**config.mk**
```make
export PLATFORM = sky130hd
export DESIGN_NAME = second_order_dynamics_follower_flat
export DESIGN_NICKNAME = d
export VERILOG_FILES = /design/src/hdl/sodf_pkg.sv /design/src/hdl/sodf_if.sv /design/src/hdl/sodf_mul.sv /design/src/hdl/sodf_div.sv /design/src/hdl/sodf_datapath.sv /design/src/hdl/sodf_ctrl.sv /design/src/hdl/second_order_dynamics_follower.sv /design/src/flat_wrapper.sv
export SDC_FILE = /design/constraint.sdc
export NUM_CORES = 2
export LEC_CHECK = 0
export CORE_MARGIN = 2
export CORE_UTILIZATION = 55
export DETAILED_ROUTE_END_ITERATION = 6
export DONT_BUFFER_PORTS = 1
export GPL_TIMING_DRIVEN = 0
export PLACE_DENSITY = 0.76
export SYNTH_ARGS = -nofsm -noshare
export SYNTH_HDL_FRONTEND = slang
export SYNTH_SLANG_ARGS = --single-unit
```
**constraint.sdc**
```tcl
create_clock -name clk -period 11.4 [get_ports clk]
set_clock_uncertainty 0.15 [all_clocks]
set_input_delay 1.14 -clock clk [delete_from_list [all_inputs] [get_ports clk]]
set_output_delay 1.14 -clock clk [all_outputs]
set_load 0.1 [all_outputs]
```
**src/hdl/sodf_pkg.sv**
```systemverilog
package sodf_pkg;

    localparam int SIG_W       = 32;
    localparam int COEF_W      = 48;
    localparam int INERT_W     = COEF_W - 1;
    localparam int STEP_W      = 32;
    localparam int VEL_W       = SIG_W + 16;
    localparam int FRAC_SH     = 32;
    localparam int SUM_W       = VEL_W + 3;
    localparam int T1_W        = 64;
    localparam int AMT_W       = 84;
    localparam int INC_W       = VEL_W + 2;

    localparam int MUL_A_W     = AMT_W;
    localparam int MUL_B_W     = COEF_W;
    localparam int MUL_DIGIT_W = 8;
    localparam int MUL_STEPS   = MUL_B_W / MUL_DIGIT_W;
    localparam int PROD_W      = MUL_A_W + MUL_B_W;

    localparam int DIV_N_W     = 112;
    localparam int DIV_D_W     = INERT_W;

    localparam logic [STEP_W-1:0] STEP_RESET = STEP_W'(89478);

    typedef logic signed [SIG_W-1:0]  signal_t;
    typedef logic signed [COEF_W-1:0] coef_t;
    typedef logic [INERT_W-1:0]       inertia_t;
    typedef logic [STEP_W-1:0]        step_t;
    typedef logic signed [VEL_W-1:0]  velocity_t;

    typedef enum logic [3:0] {
        ST_IDLE,
        ST_POS_MUL,
        ST_POS_WAIT,
        ST_T1_MUL,
        ST_T1_WAIT,
        ST_T3_MUL,
        ST_T3_WAIT,
        ST_T3_DIV,
        ST_T3_DWAIT,
        ST_SUM,
        ST_INC_MUL,
        ST_INC_WAIT,
        ST_INC_DIV,
        ST_INC_DWAIT,
        ST_VEL,
        ST_DONE
    } state_t;

    typedef enum logic [1:0] {
        MUL_POS,
        MUL_T1,
        MUL_T3,
        MUL_INC
    } mul_sel_t;

    typedef enum logic {
        DIV_T3,
        DIV_INC
    } div_sel_t;

    typedef struct packed {
        logic     take;
        logic     mul_start;
        mul_sel_t mul_sel;
        logic     div_start;
        div_sel_t div_sel;
        logic     cap_pos;
        logic     cap_t1;
        logic     cap_t3_zero;
        logic     cap_t3;
        logic     cap_amount;
        logic     cap_vel;
        logic     commit;
    } cmd_t;

    typedef struct packed {
        logic in_valid;
        logic mul_done;
        logic div_done;
        logic step_zero;
        logic inertia_zero;
        logic out_free;
    } status_t;

endpackage

```
**src/hdl/sodf_if.sv**
```systemverilog
interface sodf_cfg_if;
    logic            valid;
    logic            ready;
    sodf_pkg::step_t time_step;

    modport source (output valid, output time_step, input ready);
    modport sink (input valid, input time_step, output ready);
endinterface

interface sodf_sample_if;
    logic                valid;
    logic                ready;
    sodf_pkg::signal_t   target;
    sodf_pkg::coef_t     damping_coef;
    sodf_pkg::inertia_t  inertia_coef;
    sodf_pkg::coef_t     anticipation_coef;

    modport source (
        output valid, output target, output damping_coef, output inertia_coef,
        output anticipation_coef, input ready
    );
    modport sink (
        input valid, input target, input damping_coef, input inertia_coef,
        input anticipation_coef, output ready
    );
endinterface

interface sodf_result_if;
    logic              valid;
    logic              ready;
    sodf_pkg::signal_t position;
    logic              saturated;
    logic              coef_error;

    modport source (
        output valid, output position, output saturated, output coef_error, input ready
    );
    modport sink (
        input valid, input position, input saturated, input coef_error, output ready
    );
endinterface

```
**src/hdl/sodf_mul.sv**
```systemverilog
module sodf_mul (
    input  logic                          clk,
    input  logic                          rst_n,
    input  logic                          start,
    input  logic [sodf_pkg::MUL_A_W-1:0]  a,
    input  logic [sodf_pkg::MUL_B_W-1:0]  b,
    output logic                          done,
    output logic [sodf_pkg::PROD_W-1:0]   prod
);

    localparam int DIG_W = sodf_pkg::MUL_DIGIT_W;
    localparam int CNT_W = $clog2(sodf_pkg::MUL_STEPS);

    logic [sodf_pkg::MUL_A_W-1:0]       a_reg;
    logic [sodf_pkg::MUL_B_W-1:0]       b_reg;
    logic [sodf_pkg::PROD_W-1:0]        prod_reg;
    logic [sodf_pkg::PROD_W-1:0]        prod_next;
    logic [sodf_pkg::MUL_A_W+DIG_W-1:0] pp;
    logic [CNT_W-1:0]                   cnt_reg;
    logic                               busy_reg;
    logic                               done_reg;

    // one digit of b per cycle, msb first
    assign pp        = a_reg * b_reg[sodf_pkg::MUL_B_W-1 -: DIG_W];
    assign prod_next = (prod_reg << DIG_W) + sodf_pkg::PROD_W'(pp);

    always_ff @(posedge clk or negedge rst_n)
    begin
        if (!rst_n)
        begin
            busy_reg <= 1'b0;
            done_reg <= 1'b0;
            cnt_reg  <= '0;
        end
        else
        begin
            done_reg <= 1'b0;
            if (start)
            begin
                busy_reg <= 1'b1;
                cnt_reg  <= '0;
            end
            else if (busy_reg)
            begin
                if (cnt_reg == CNT_W'(sodf_pkg::MUL_STEPS - 1))
                begin
                    busy_reg <= 1'b0;
                    done_reg <= 1'b1;
                end
                cnt_reg <= cnt_reg + 1'b1;
            end
        end
    end

    always_ff @(posedge clk)
    begin
        if (start)
        begin
            a_reg    <= a;
            b_reg    <= b;
            prod_reg <= '0;
        end
        else if (busy_reg)
        begin
            prod_reg <= prod_next;
            b_reg    <= b_reg << DIG_W;
        end
    end

    assign done = done_reg;
    assign prod = prod_reg;

endmodule

```
**src/hdl/sodf_div.sv**
```systemverilog
module sodf_div (
    input  logic                          clk,
    input  logic                          rst_n,
    input  logic                          start,
    input  logic [sodf_pkg::DIV_N_W-1:0]  num,
    input  logic [sodf_pkg::DIV_D_W-1:0]  den,
    output logic                          done,
    output logic [sodf_pkg::DIV_N_W-1:0]  quo
);

    localparam int N_W   = sodf_pkg::DIV_N_W;
    localparam int D_W   = sodf_pkg::DIV_D_W;
    localparam int CNT_W = $clog2(N_W);

    logic [N_W-1:0]   nq_reg;
    logic [D_W-1:0]   rem_reg;
    logic [D_W-1:0]   den_reg;
    logic [D_W:0]     shifted;
    logic [D_W:0]     trial;
    logic             ge;
    logic [D_W-1:0]   rem_next;
    logic [CNT_W-1:0] cnt_reg;
    logic             busy_reg;
    logic             done_reg;

    // restoring division, one quotient bit per cycle
    assign shifted  = {rem_reg, nq_reg[N_W-1]};
    assign trial    = shifted - {1'b0, den_reg};
    assign ge       = shifted >= {1'b0, den_reg};
    assign rem_next = ge ? trial[D_W-1:0] : shifted[D_W-1:0];

    always_ff @(posedge clk or negedge rst_n)
    begin
        if (!rst_n)
        begin
            busy_reg <= 1'b0;
            done_reg <= 1'b0;
            cnt_reg  <= '0;
        end
        else
        begin
            done_reg <= 1'b0;
            if (start)
            begin
                busy_reg <= 1'b1;
                cnt_reg  <= '0;
            end
            else if (busy_reg)
            begin
                if (cnt_reg == CNT_W'(N_W - 1))
                begin
                    busy_reg <= 1'b0;
                    done_reg <= 1'b1;
                end
                cnt_reg <= cnt_reg + 1'b1;
            end
        end
    end

    always_ff @(posedge clk)
    begin
        if (start)
        begin
            nq_reg  <= num;
            den_reg <= den;
            rem_reg <= '0;
        end
        else if (busy_reg)
        begin
            nq_reg  <= {nq_reg[N_W-2:0], ge};
            rem_reg <= rem_next;
        end
    end

    assign done = done_reg;
    assign quo  = nq_reg;

endmodule

```
**src/hdl/sodf_datapath.sv**
```systemverilog
module sodf_datapath (
    input  logic                  clk,
    input  logic                  rst_n,
    sodf_cfg_if.sink              cfg,
    sodf_sample_if.sink           sample,
    sodf_result_if.source         result,
    input  sodf_pkg::cmd_t        cmd,
    output sodf_pkg::status_t     status
);

    localparam int SIG_W   = sodf_pkg::SIG_W;
    localparam int COEF_W  = sodf_pkg::COEF_W;
    localparam int VEL_W   = sodf_pkg::VEL_W;
    localparam int SUM_W   = sodf_pkg::SUM_W;
    localparam int AMT_W   = sodf_pkg::AMT_W;
    localparam int INC_W   = sodf_pkg::INC_W;
    localparam int T1_W    = sodf_pkg::T1_W;
    localparam int FRAC_SH = sodf_pkg::FRAC_SH;
    localparam int PROD_W  = sodf_pkg::PROD_W;
    localparam int N_W     = sodf_pkg::DIV_N_W;

    sodf_pkg::step_t     time_step_reg;
    sodf_pkg::signal_t   tgt_reg;
    sodf_pkg::coef_t     k1_reg;
    sodf_pkg::inertia_t  k2_reg;
    sodf_pkg::coef_t     k3_reg;
    sodf_pkg::signal_t   last_reg;
    sodf_pkg::signal_t   pos_reg;
    sodf_pkg::velocity_t vel_reg;

    sodf_pkg::signal_t         p_reg;
    logic signed [T1_W-1:0]    t1_reg;
    logic signed [AMT_W-1:0]   t3_reg;
    logic signed [AMT_W-1:0]   amount_reg;
    sodf_pkg::velocity_t       vel_new_reg;
    logic                      sat_reg;
    logic                      mul_neg_reg;
    logic                      div_neg_reg;

    logic                      out_valid_reg;
    sodf_pkg::signal_t         position_reg;
    logic                      saturated_reg;
    logic                      coef_error_reg;

    logic                      take;
    logic [VEL_W-1:0]          vel_mag;
    logic [COEF_W-1:0]         k1_mag;
    logic [COEF_W-1:0]         k3_mag;
    logic signed [SIG_W:0]     diff;
    logic [SIG_W:0]            diff_mag;
    logic [AMT_W-1:0]          amount_mag;

    logic [sodf_pkg::MUL_A_W-1:0] mul_a;
    logic [sodf_pkg::MUL_B_W-1:0] mul_b;
    logic                         mul_neg;
    logic                         mul_done;
    logic [PROD_W-1:0]            mul_prod;
    logic signed [PROD_W-1:0]     prod_s;

    logic [sodf_pkg::DIV_D_W-1:0] div_den;
    logic                         div_done;
    logic [N_W-1:0]               div_quo;

    logic signed [SUM_W-1:0]   p_sum;
    logic                      p_fits;
    sodf_pkg::signal_t         p_clamped;
    logic [AMT_W-1:0]          q_amt;
    logic                      q_big;
    logic [INC_W-1:0]          inc_mag;
    logic signed [INC_W-1:0]   inc_s;
    logic signed [SUM_W-1:0]   v_sum;
    logic                      v_fits;
    sodf_pkg::velocity_t       v_clamped;

    assign take         = sample.valid && cmd.take;
    assign sample.ready = cmd.take;
    assign cfg.ready    = 1'b1;

    assign vel_mag    = vel_reg[VEL_W-1] ? VEL_W'(-vel_reg) : VEL_W'(vel_reg);
    assign k1_mag     = k1_reg[COEF_W-1] ? COEF_W'(-k1_reg) : COEF_W'(k1_reg);
    assign k3_mag     = k3_reg[COEF_W-1] ? COEF_W'(-k3_reg) : COEF_W'(k3_reg);
    assign diff       = (SIG_W+1)'(tgt_reg) - (SIG_W+1)'(last_reg);
    assign diff_mag   = diff[SIG_W] ? (SIG_W+1)'(-diff) : (SIG_W+1)'(diff);
    assign amount_mag = amount_reg[AMT_W-1] ? AMT_W'(-amount_reg) : AMT_W'(amount_reg);

    always_comb
    begin
        case (cmd.mul_sel)
            sodf_pkg::MUL_POS:
            begin
                mul_a   = sodf_pkg::MUL_A_W'(vel_mag);
                mul_b   = sodf_pkg::MUL_B_W'(time_step_reg);
                mul_neg = vel_reg[VEL_W-1];
            end
            sodf_pkg::MUL_T1:
            begin
                mul_a   = sodf_pkg::MUL_A_W'(k1_mag);
                mul_b   = sodf_pkg::MUL_B_W'(vel_mag);
                mul_neg = k1_reg[COEF_W-1] ^ vel_reg[VEL_W-1];
            end
            sodf_pkg::MUL_T3:
            begin
                mul_a   = sodf_pkg::MUL_A_W'(k3_mag);
                mul_b   = sodf_pkg::MUL_B_W'(diff_mag);
                mul_neg = k3_reg[COEF_W-1] ^ diff[SIG_W];
            end
            sodf_pkg::MUL_INC:
            begin
                mul_a   = sodf_pkg::MUL_A_W'(amount_mag);
                mul_b   = sodf_pkg::MUL_B_W'(time_step_reg);
                mul_neg = amount_reg[AMT_W-1];
            end
            default:
            begin
                mul_a   = '0;
                mul_b   = '0;
                mul_neg = 1'b0;
            end
        endcase
    end

    always_comb
    begin
        case (cmd.div_sel)
            sodf_pkg::DIV_T3:  div_den = sodf_pkg::DIV_D_W'(time_step_reg);
            sodf_pkg::DIV_INC: div_den = k2_reg;
            default:           div_den = k2_reg;
        endcase
    end

    sodf_mul u_mul (
        .clk   (clk),
        .rst_n (rst_n),
        .start (cmd.mul_start),
        .a     (mul_a),
        .b     (mul_b),
        .done  (mul_done),
        .prod  (mul_prod)
    );

    sodf_div u_div (
        .clk   (clk),
        .rst_n (rst_n),
        .start (cmd.div_start),
        .num   (mul_prod[N_W-1:0]),
        .den   (div_den),
        .done  (div_done),
        .quo   (div_quo)
    );

    assign prod_s = mul_neg_reg ? -$signed(mul_prod) : $signed(mul_prod);

    // position advance, floor shift then clamp
    assign p_sum     = SUM_W'(pos_reg) + $signed(prod_s[FRAC_SH+SUM_W-1:FRAC_SH]);
    assign p_fits    = (p_sum[SUM_W-1:SIG_W-1] == '0) || (p_sum[SUM_W-1:SIG_W-1] == '1);
    assign p_clamped = p_fits ? p_sum[SIG_W-1:0] :
                       (p_sum[SUM_W-1] ? {1'b1, {(SIG_W-1){1'b0}}} : {1'b0, {(SIG_W-1){1'b1}}});

    // velocity increment, clamp to inc range then velocity range
    assign q_amt   = div_quo[AMT_W-1:0];
    assign q_big   = |div_quo[N_W-1:INC_W-1];
    assign inc_mag = q_big ? (div_neg_reg ? {1'b1, {(INC_W-1){1'b0}}} : {1'b0, {(INC_W-1){1'b1}}})
                           : {1'b0, div_quo[INC_W-2:0]};
    assign inc_s   = div_neg_reg ? -$signed(inc_mag) : $signed(inc_mag);
    assign v_sum   = SUM_W'(vel_reg) + SUM_W'(inc_s);
    assign v_fits  = (v_sum[SUM_W-1:VEL_W-1] == '0) || (v_sum[SUM_W-1:VEL_W-1] == '1);
    assign v_clamped = v_fits ? v_sum[VEL_W-1:0] :
                       (v_sum[SUM_W-1] ? {1'b1, {(VEL_W-1){1'b0}}} : {1'b0, {(VEL_W-1){1'b1}}});

    always_ff @(posedge clk or negedge rst_n)
    begin
        if (!rst_n)
        begin
            time_step_reg <= sodf_pkg::STEP_RESET;
            last_reg      <= '0;
            pos_reg       <= '0;
            vel_reg       <= '0;
            out_valid_reg <= 1'b0;
        end
        else
        begin
            if (cfg.valid)
            begin
                time_step_reg <= cfg.time_step;
            end
            if (cmd.commit)
            begin
                pos_reg       <= p_reg;
                vel_reg       <= vel_new_reg;
                last_reg      <= tgt_reg;
                out_valid_reg <= 1'b1;
            end
            else if (result.ready)
            begin
                out_valid_reg <= 1'b0;
            end
        end
    end

    always_ff @(posedge clk)
    begin
        if (take)
        begin
            tgt_reg     <= sample.target;
            k1_reg      <= sample.damping_coef;
            k2_reg      <= sample.inertia_coef;
            k3_reg      <= sample.anticipation_coef;
            vel_new_reg <= vel_reg;
            sat_reg     <= 1'b0;
        end
        if (cmd.mul_start)
        begin
            mul_neg_reg <= mul_neg;
        end
        if (cmd.div_start)
        begin
            div_neg_reg <= mul_neg_reg;
        end
        if (cmd.cap_pos)
        begin
            p_reg   <= p_clamped;
            sat_reg <= !p_fits;
        end
        if (cmd.cap_t1)
        begin
            t1_reg <= prod_s[FRAC_SH+T1_W-1:FRAC_SH];
        end
        if (cmd.cap_t3_zero)
        begin
            t3_reg <= '0;
        end
        else if (cmd.cap_t3)
        begin
            t3_reg <= div_neg_reg ? -$signed(q_amt) : $signed(q_amt);
        end
        if (cmd.cap_amount)
        begin
            amount_reg <= AMT_W'(tgt_reg) + t3_reg - AMT_W'(p_reg) - AMT_W'(t1_reg);
        end
        if (cmd.cap_vel)
        begin
            vel_new_reg <= v_clamped;
            sat_reg     <= sat_reg | !v_fits;
        end
        if (cmd.commit)
        begin
            position_reg   <= p_reg;
            saturated_reg  <= sat_reg;
            coef_error_reg <= (k2_reg == '0);
        end
    end

    assign result.valid      = out_valid_reg;
    assign result.position   = position_reg;
    assign result.saturated  = saturated_reg;
    assign result.coef_error = coef_error_reg;

    assign status.in_valid     = sample.valid;
    assign status.mul_done     = mul_done;
    assign status.div_done     = div_done;
    assign status.step_zero    = (time_step_reg == '0);
    assign status.inertia_zero = (k2_reg == '0);
    assign status.out_free     = !out_valid_reg || result.ready;

endmodule

```
**src/hdl/sodf_ctrl.sv**
```systemverilog
module sodf_ctrl (
    input  logic              clk,
    input  logic              rst_n,
    input  sodf_pkg::status_t status,
    output sodf_pkg::cmd_t    cmd
);

    sodf_pkg::state_t state_reg;
    sodf_pkg::state_t state_next;

    always_ff @(posedge clk or negedge rst_n)
    begin
        if (!rst_n)
        begin
            state_reg <= sodf_pkg::ST_IDLE;
        end
        else
        begin
            state_reg <= state_next;
        end
    end

    always_comb
    begin
        state_next = state_reg;
        case (state_reg)
            sodf_pkg::ST_IDLE:
                if (status.in_valid) state_next = sodf_pkg::ST_POS_MUL;
            sodf_pkg::ST_POS_MUL:
                state_next = sodf_pkg::ST_POS_WAIT;
            sodf_pkg::ST_POS_WAIT:
                if (status.mul_done) state_next = sodf_pkg::ST_T1_MUL;
            sodf_pkg::ST_T1_MUL:
                state_next = sodf_pkg::ST_T1_WAIT;
            sodf_pkg::ST_T1_WAIT:
                if (status.mul_done) state_next = sodf_pkg::ST_T3_MUL;
            sodf_pkg::ST_T3_MUL:
                state_next = sodf_pkg::ST_T3_WAIT;
            sodf_pkg::ST_T3_WAIT:
                if (status.mul_done)
                begin
                    state_next = status.step_zero ? sodf_pkg::ST_SUM : sodf_pkg::ST_T3_DIV;
                end
            sodf_pkg::ST_T3_DIV:
                state_next = sodf_pkg::ST_T3_DWAIT;
            sodf_pkg::ST_T3_DWAIT:
                if (status.div_done) state_next = sodf_pkg::ST_SUM;
            sodf_pkg::ST_SUM:
                if (status.inertia_zero || status.step_zero)
                begin
                    state_next = sodf_pkg::ST_DONE;
                end
                else
                begin
                    state_next = sodf_pkg::ST_INC_MUL;
                end
            sodf_pkg::ST_INC_MUL:
                state_next = sodf_pkg::ST_INC_WAIT;
            sodf_pkg::ST_INC_WAIT:
                if (status.mul_done) state_next = sodf_pkg::ST_INC_DIV;
            sodf_pkg::ST_INC_DIV:
                state_next = sodf_pkg::ST_INC_DWAIT;
            sodf_pkg::ST_INC_DWAIT:
                if (status.div_done) state_next = sodf_pkg::ST_VEL;
            sodf_pkg::ST_VEL:
                state_next = sodf_pkg::ST_DONE;
            sodf_pkg::ST_DONE:
                if (status.out_free) state_next = sodf_pkg::ST_IDLE;
            default:
                state_next = sodf_pkg::ST_IDLE;
        endcase
    end

    always_comb
    begin
        cmd = '0;
        case (state_reg)
            sodf_pkg::ST_IDLE:
                cmd.take = 1'b1;
            sodf_pkg::ST_POS_MUL:
            begin
                cmd.mul_start = 1'b1;
                cmd.mul_sel   = sodf_pkg::MUL_POS;
            end
            sodf_pkg::ST_POS_WAIT:
                cmd.cap_pos = status.mul_done;
            sodf_pkg::ST_T1_MUL:
            begin
                cmd.mul_start = 1'b1;
                cmd.mul_sel   = sodf_pkg::MUL_T1;
            end
            sodf_pkg::ST_T1_WAIT:
                cmd.cap_t1 = status.mul_done;
            sodf_pkg::ST_T3_MUL:
            begin
                cmd.mul_start = 1'b1;
                cmd.mul_sel   = sodf_pkg::MUL_T3;
            end
            sodf_pkg::ST_T3_WAIT:
                cmd.cap_t3_zero = status.mul_done && status.step_zero;
            sodf_pkg::ST_T3_DIV:
            begin
                cmd.div_start = 1'b1;
                cmd.div_sel   = sodf_pkg::DIV_T3;
            end
            sodf_pkg::ST_T3_DWAIT:
                cmd.cap_t3 = status.div_done;
            sodf_pkg::ST_SUM:
                cmd.cap_amount = 1'b1;
            sodf_pkg::ST_INC_MUL:
            begin
                cmd.mul_start = 1'b1;
                cmd.mul_sel   = sodf_pkg::MUL_INC;
            end
            sodf_pkg::ST_INC_WAIT:
                cmd.mul_sel = sodf_pkg::MUL_INC;
            sodf_pkg::ST_INC_DIV:
            begin
                cmd.div_start = 1'b1;
                cmd.div_sel   = sodf_pkg::DIV_INC;
            end
            sodf_pkg::ST_INC_DWAIT:
                cmd.div_sel = sodf_pkg::DIV_INC;
            sodf_pkg::ST_VEL:
                cmd.cap_vel = 1'b1;
            sodf_pkg::ST_DONE:
                cmd.commit = status.out_free;
            default:
                cmd = '0;
        endcase
    end

endmodule

```
**src/hdl/second_order_dynamics_follower.sv**
```systemverilog
// Second-order follower: each sample transfer steps a fixed-point mass-spring-damper
// (semi-implicit Euler) toward the target and returns one result transfer with the new
// position, a clip flag and a zero-inertia flag. One sample is worked at a time; its
// time is set by the two 112-step radix-2 divisions (rate term by the time step, velocity
// step by the inertia coefficient) on the shared one-bit-per-cycle divider, plus four
// 6-step multiplies on the shared 84x8 multiplier. A zero time step skips both divisions
// and the last multiply, zero inertia the last multiply and division. A new sample is
// taken while the previous result still waits in the output register. time_step may be
// written only while no sample is in flight.
module second_order_dynamics_follower (
    input  logic          clk,
    input  logic          rst_n,
    sodf_cfg_if.sink      cfg,
    sodf_sample_if.sink   sample,
    sodf_result_if.source result
);

    sodf_pkg::cmd_t    cmd;
    sodf_pkg::status_t status;

    sodf_ctrl u_ctrl (
        .clk    (clk),
        .rst_n  (rst_n),
        .status (status),
        .cmd    (cmd)
    );

    sodf_datapath u_datapath (
        .clk    (clk),
        .rst_n  (rst_n),
        .cfg    (cfg),
        .sample (sample),
        .result (result),
        .cmd    (cmd),
        .status (status)
    );

endmodule

```
**src/flat_wrapper.sv**
```systemverilog
// flat-port wrapper written by rule: the top's interface ports become plain ports
module second_order_dynamics_follower_flat 
  (clk, rst_n, cfg_valid, cfg_time_step, cfg_ready, sample_valid, sample_target, sample_damping_coef, sample_inertia_coef, sample_anticipation_coef, sample_ready, result_valid, result_position, result_saturated, result_coef_error, result_ready);
  sodf_cfg_if cfg_i ();
  sodf_sample_if sample_i ();
  sodf_result_if result_i ();
  input  logic clk;
  input  logic rst_n;
  input wire logic [$bits(cfg_i.valid)-1:0] cfg_valid;
  input wire logic [$bits(cfg_i.time_step)-1:0] cfg_time_step;
  output wire logic [$bits(cfg_i.ready)-1:0] cfg_ready;
  input wire logic [$bits(sample_i.valid)-1:0] sample_valid;
  input wire logic [$bits(sample_i.target)-1:0] sample_target;
  input wire logic [$bits(sample_i.damping_coef)-1:0] sample_damping_coef;
  input wire logic [$bits(sample_i.inertia_coef)-1:0] sample_inertia_coef;
  input wire logic [$bits(sample_i.anticipation_coef)-1:0] sample_anticipation_coef;
  output wire logic [$bits(sample_i.ready)-1:0] sample_ready;
  output wire logic [$bits(result_i.valid)-1:0] result_valid;
  output wire logic [$bits(result_i.position)-1:0] result_position;
  output wire logic [$bits(result_i.saturated)-1:0] result_saturated;
  output wire logic [$bits(result_i.coef_error)-1:0] result_coef_error;
  input wire logic [$bits(result_i.ready)-1:0] result_ready;
  assign cfg_i.valid = cfg_valid;
  assign cfg_i.time_step = cfg_time_step;
  assign cfg_ready = cfg_i.ready;
  assign sample_i.valid = sample_valid;
  assign sample_i.target = sample_target;
  assign sample_i.damping_coef = sample_damping_coef;
  assign sample_i.inertia_coef = sample_inertia_coef;
  assign sample_i.anticipation_coef = sample_anticipation_coef;
  assign sample_ready = sample_i.ready;
  assign result_valid = result_i.valid;
  assign result_position = result_i.position;
  assign result_saturated = result_i.saturated;
  assign result_coef_error = result_i.coef_error;
  assign result_i.ready = result_ready;
  second_order_dynamics_follower u_core (.clk(clk), .rst_n(rst_n), .cfg(cfg_i), .sample(sample_i), .result(result_i));
endmodule
```
==> flow_summary.rst <==
.. list-table::
   :header-rows: 1

   * - Metric
     - Value
   * - Cell count after placement
     - roughly 12000
   * - Classification of the worst-slack hold path
     - input pin to asynchronous set/reset pin
   * - Total Routing Usage GR
     - between 40% and 50%
   * - Maximum number of pins on one net before global-route repair
     - between 150 and 200
   * - Master cell of the clock root buffer
     - clkbuf_16
   * - Share of the yosys chip area belonging to registers
     - 33.4%
   * - Maximum achievable frequency
     - approximately 0.09 GHz
   * - Final cycle utilization of the critical path
     - between 90% and 100%
   * - Max stage delay on crit path
     - 0.74 ns
   * - Number of antenna violations at the first check in global routing
     - between 50 and 60
   * - Area of the core
     - 167000 sq um
   * - Final HPWL DP
     - around 290000 um
   * - Xor and xnor fraction of the mapped netlist area
     - under 10%
   * - Library cell occupying the most area in the post-synthesis netlist
     - edfxtp_1
   * - Detail-routed net length per standard cell
     - between 20 and 30 um
   * - Final standard cell count with taps included and fillers excluded
     - approximately 12000
   * - Cell types with the largest area share after synthesis
     - edfxtp_1 24%, fa_1 16%, ha_1 5.4%
   * - Final wirelength
     - between 300000 and 400000 um
   * - Mapped cell area
     - 92500 sq um
   * - Failing checks
     - DRC, capacitance limit, slew limit
   * - Clock sinks
     - about 1100
   * - Unrepaired setup endpoints after global routing
     - no
   * - Max Slew Vio Count
     - 13
   * - Via count of the first global-routing pass
     - 75239
   * - Number of maximum-capacitance constraint violations
     - 2
   * - Crit. End Element
     - flop
   * - Slew @ Worst Pin
     - ~1.5 ns
   * - Main flop type after synthesis
     - edfxtp_1
   * - Share of Yosys cell area claimed by the top area cell type
     - a little under a quarter
   * - Synthesized-area fraction occupied by and/or/nand/nor cells
     - ~15%
   * - Fraction of synthesized area in multiplexers
     - under 10%
   * - Register bit total from synthesis
     - about 1100
   * - Data arrival time of the worst path
     - ~11 ns
   * - Slowest CP cell
     - or4_1
   * - Number of endpoints failing setup at the final stage
     - 0
   * - Layout Area Growth over Synthesis
     - 8.60%
   * - Global-route wire length before repair
     - roughly 520000 um
   * - Required time reported for the critical path endpoint
     - 11.81 ns
   * - Adder-cell area share of the yosys netlist
     - a little over a fifth
   * - Most repeated library cell on the critical path
     - a21o_1
   * - List of most frequent post-synthesis cells
     - 1115 x nand2_1, 755 x inv_1, 731 x edfxtp_1, 726 x fa_1, 633 x o21ai_0
   * - Kind of cell adding the most delay to the critical path
     - compound AO/OA/AOI/OAI gates
   * - Compound-gate portion of the synthesized area
     - between 10% and 20%
   * - Nets in the synthesized netlist
     - 10936
   * - Number of enable-type register cells in the synthesized netlist
     - around 730
   * - Synthesized netlist cell count
     - 9596
   * - Total Die Area
     - between 150000 and 200000 sq um
   * - Share of layout cells above drive strength 1
     - between 5 and 6%
   * - Max clock buf depth
     - 3
   * - Clock tree from TritonCTS
     - built
   * - DRT iter0 DRCs
     - slightly below 10000
   * - Clock latency at the later pin of the worst-skew pair
     - approximately 0.82 ns
   * - Level count of the clock H-tree
     - 4
   * - Async set-reset flop share out of synthesis
     - approximately 14%
   * - Number of hold violations in the final report
     - 0
   * - Leading cell type by number of instances after synthesis
     - nand2_1
   * - # nets final
     - 11102
   * - Num CTS Buffers
     - between 100 and 150
   * - Initial core utilization
     - between 50% and 60%
   * - Relative slew slack
     - -2.42%
   * - Min Hold Slack
     - roughly 0.022 ns
   * - I/O pin count
     - 249
   * - IO buf count
     - 0
   * - Vias per Instance
     - 6.48
   * - Clock transition at the registers of the reported paths
     - around 0.06 ns
   * - Die width
     - 414 um
   * - Vias after detailed routing
     - 78498
   * - Main combinational cell family by area after synthesis
     - adder cells
   * - Synth warn
     - 0
   * - Total number of placement rows
     - 150
   * - Unique cell type count in the Yosys netlist
     - 95
   * - Buffering stage count on the worst path with inverters included
     - 4
   * - Largest fanout on the critical path
     - 10
   * - Startpoint kind of the worst setup timing path
     - flop
   * - Total congestion overflow after global routing
     - 0
   * - Number of detailed-route iterations in the first pass
     - 7
   * - Die height
     - 414 um
   * - Outcome
     - finished, violations left
   * - Buffers inserted by post-CTS timing repair
     - 0
   * - Routability Congestion
     - 1.10
   * - Average cell area after synthesis
     - 9.64 sq um
   * - Critical path class
     - flop to flop
   * - Period minus WS final
     - about 11 ns
   * - Number of antenna-violating nets in the routed design
     - 0
   * - DRC viols
     - 5
-- area by class of cell --
cell class | count | area (sq um)
Fill cell | 14124 | 66600
Multi-Input combinational cell | 7219 | 57000
Sequential cell | 1137 | 30900
Clock buffer | 179 | 3700
Inverter | 760 | 2850
Tap cell | 2204 | 2760
Buffer | 480 | 1830
Clock inverter | 65 | 796
Timing Repair Buffer | 32 | 541
Antenna cell | 35 | 87.6
-- cells in the final DEF, fill, tap and decap left out, types with 57 or more instances in the layout --
cell type	netlist	final
a211oi_1	151	151
a21o_1	222	222
a21oi_1	536	536
and2_1	321	320
and3_1	67	65
clkbuf_1	443	468
clkbuf_16	0	137
dfrtp_1	154	154
dfxtp_1	243	243
edfxtp_1	731	731
fa_1	726	726
ha_1	402	402
inv_1	755	754
mux2_2	152	152
mux2i_1	125	125
nand2_1	1115	1114
nand2b_1	68	68
nand3_1	107	107
nand4_1	118	118
nor2_1	547	547
nor3_1	93	91
nor4_1	87	84
o21a_1	88	88
o21ai_0	633	632
o21bai_1	71	71
o31ai_1	116	116
or3_1	72	72
or4_1	57	57
xnor2_1	438	437
xor2_1	286	286
-- metrics by stage --
stage | area [sq um] | setup slack [ns] | utilization, % | TNS, ns
6_report | 100000 | 0.542 | 60.1 | 0
5_1_grt | 100000 | 0.140 | 60.1 | 0
4_1_cts | 100000 | 0.444 | 60.1 | 0
3_5_place_dp | 95800 | 0.509 | 57.4 | 0
3_3_place_gp | 95300 | -0.412 | 57.0 | -19.45
2_1_floorplan | 92500 | 1.88 | - | 0
-- path summary, 6_finish.rpt --
check                           slack, ns  depth (start not counted)                                              to                                  startpoint
worst max register to register       0.54                         31     u_core.u_datapath.vel_new_reg[45]$_DFFE_PP_   u_core.u_datapath.u_div.quo[66]$_DFFE_PP_
worst max-delay path                 0.54                         31     u_core.u_datapath.vel_new_reg[45]$_DFFE_PP_   u_core.u_datapath.u_div.quo[66]$_DFFE_PP_
worst min-delay path                 0.02                          1  u_core.u_datapath.u_mul.cnt_reg[0]$_DFFE_PN0P_                                       rst_n
worst min register to register       0.31                          2        u_core.u_datapath.vel_reg[1]$_DFFE_PN0P_  u_core.u_datapath.vel_new_reg[1]$_DFFE_PP_
min in group clk                     0.26                          0          u_core.u_datapath.k1_reg[11]$_DFFE_PP_                     sample_damping_coef[11]
max in group asynchronous            9.90                          1  u_core.u_datapath.time_step_reg[7]$_DFFE_PN1P_                                       rst_n
-- per-layer routing --
layer	share of wire, %	vias up	GRT usage, %
li1	-	33980	-
met4	5.9	30	20.6
met1	39	39082	56.5
met5	0.055	-	0
met2	42	4560	59.6
met3	13	846	14.1
-- worst reg2reg max path, delay by kind of cell, from the launching register on --
kind	cells	cell delay (ns)
buffers and inverters	4	1.47
AO/OA/AOI/OAI	16	4.45
AND/OR/NAND/NOR	8	3.05
XOR/XNOR	1	0.26
adder cells (fa/ha/maj)	2	0.74
flip-flops	1	0.49
-- cells by family after synthesis --
kind of cell / count (synthesis)
XOR/XNOR: 725
multiplexers: 277
other: 1
adder cells (fa/ha/maj): 1128
AND/OR/NAND/NOR: 2822
flip-flops: 1137
buffers and inverters: 1240
AO/OA/AOI/OAI: 2266
-- repair_timing --
| item | in CTS | in global routing |
|---|---|---|
| setup endpoints to repair | 0 | 29 |
| gates resized for setup | 0 | 5 |
| hold buffers | 4 | 0 |
| hold endpoints to repair | 154 | 0 |
Power is not shown: default switching activity piles up to over one toggle a cycle in this logic, so the estimate is an artifact.
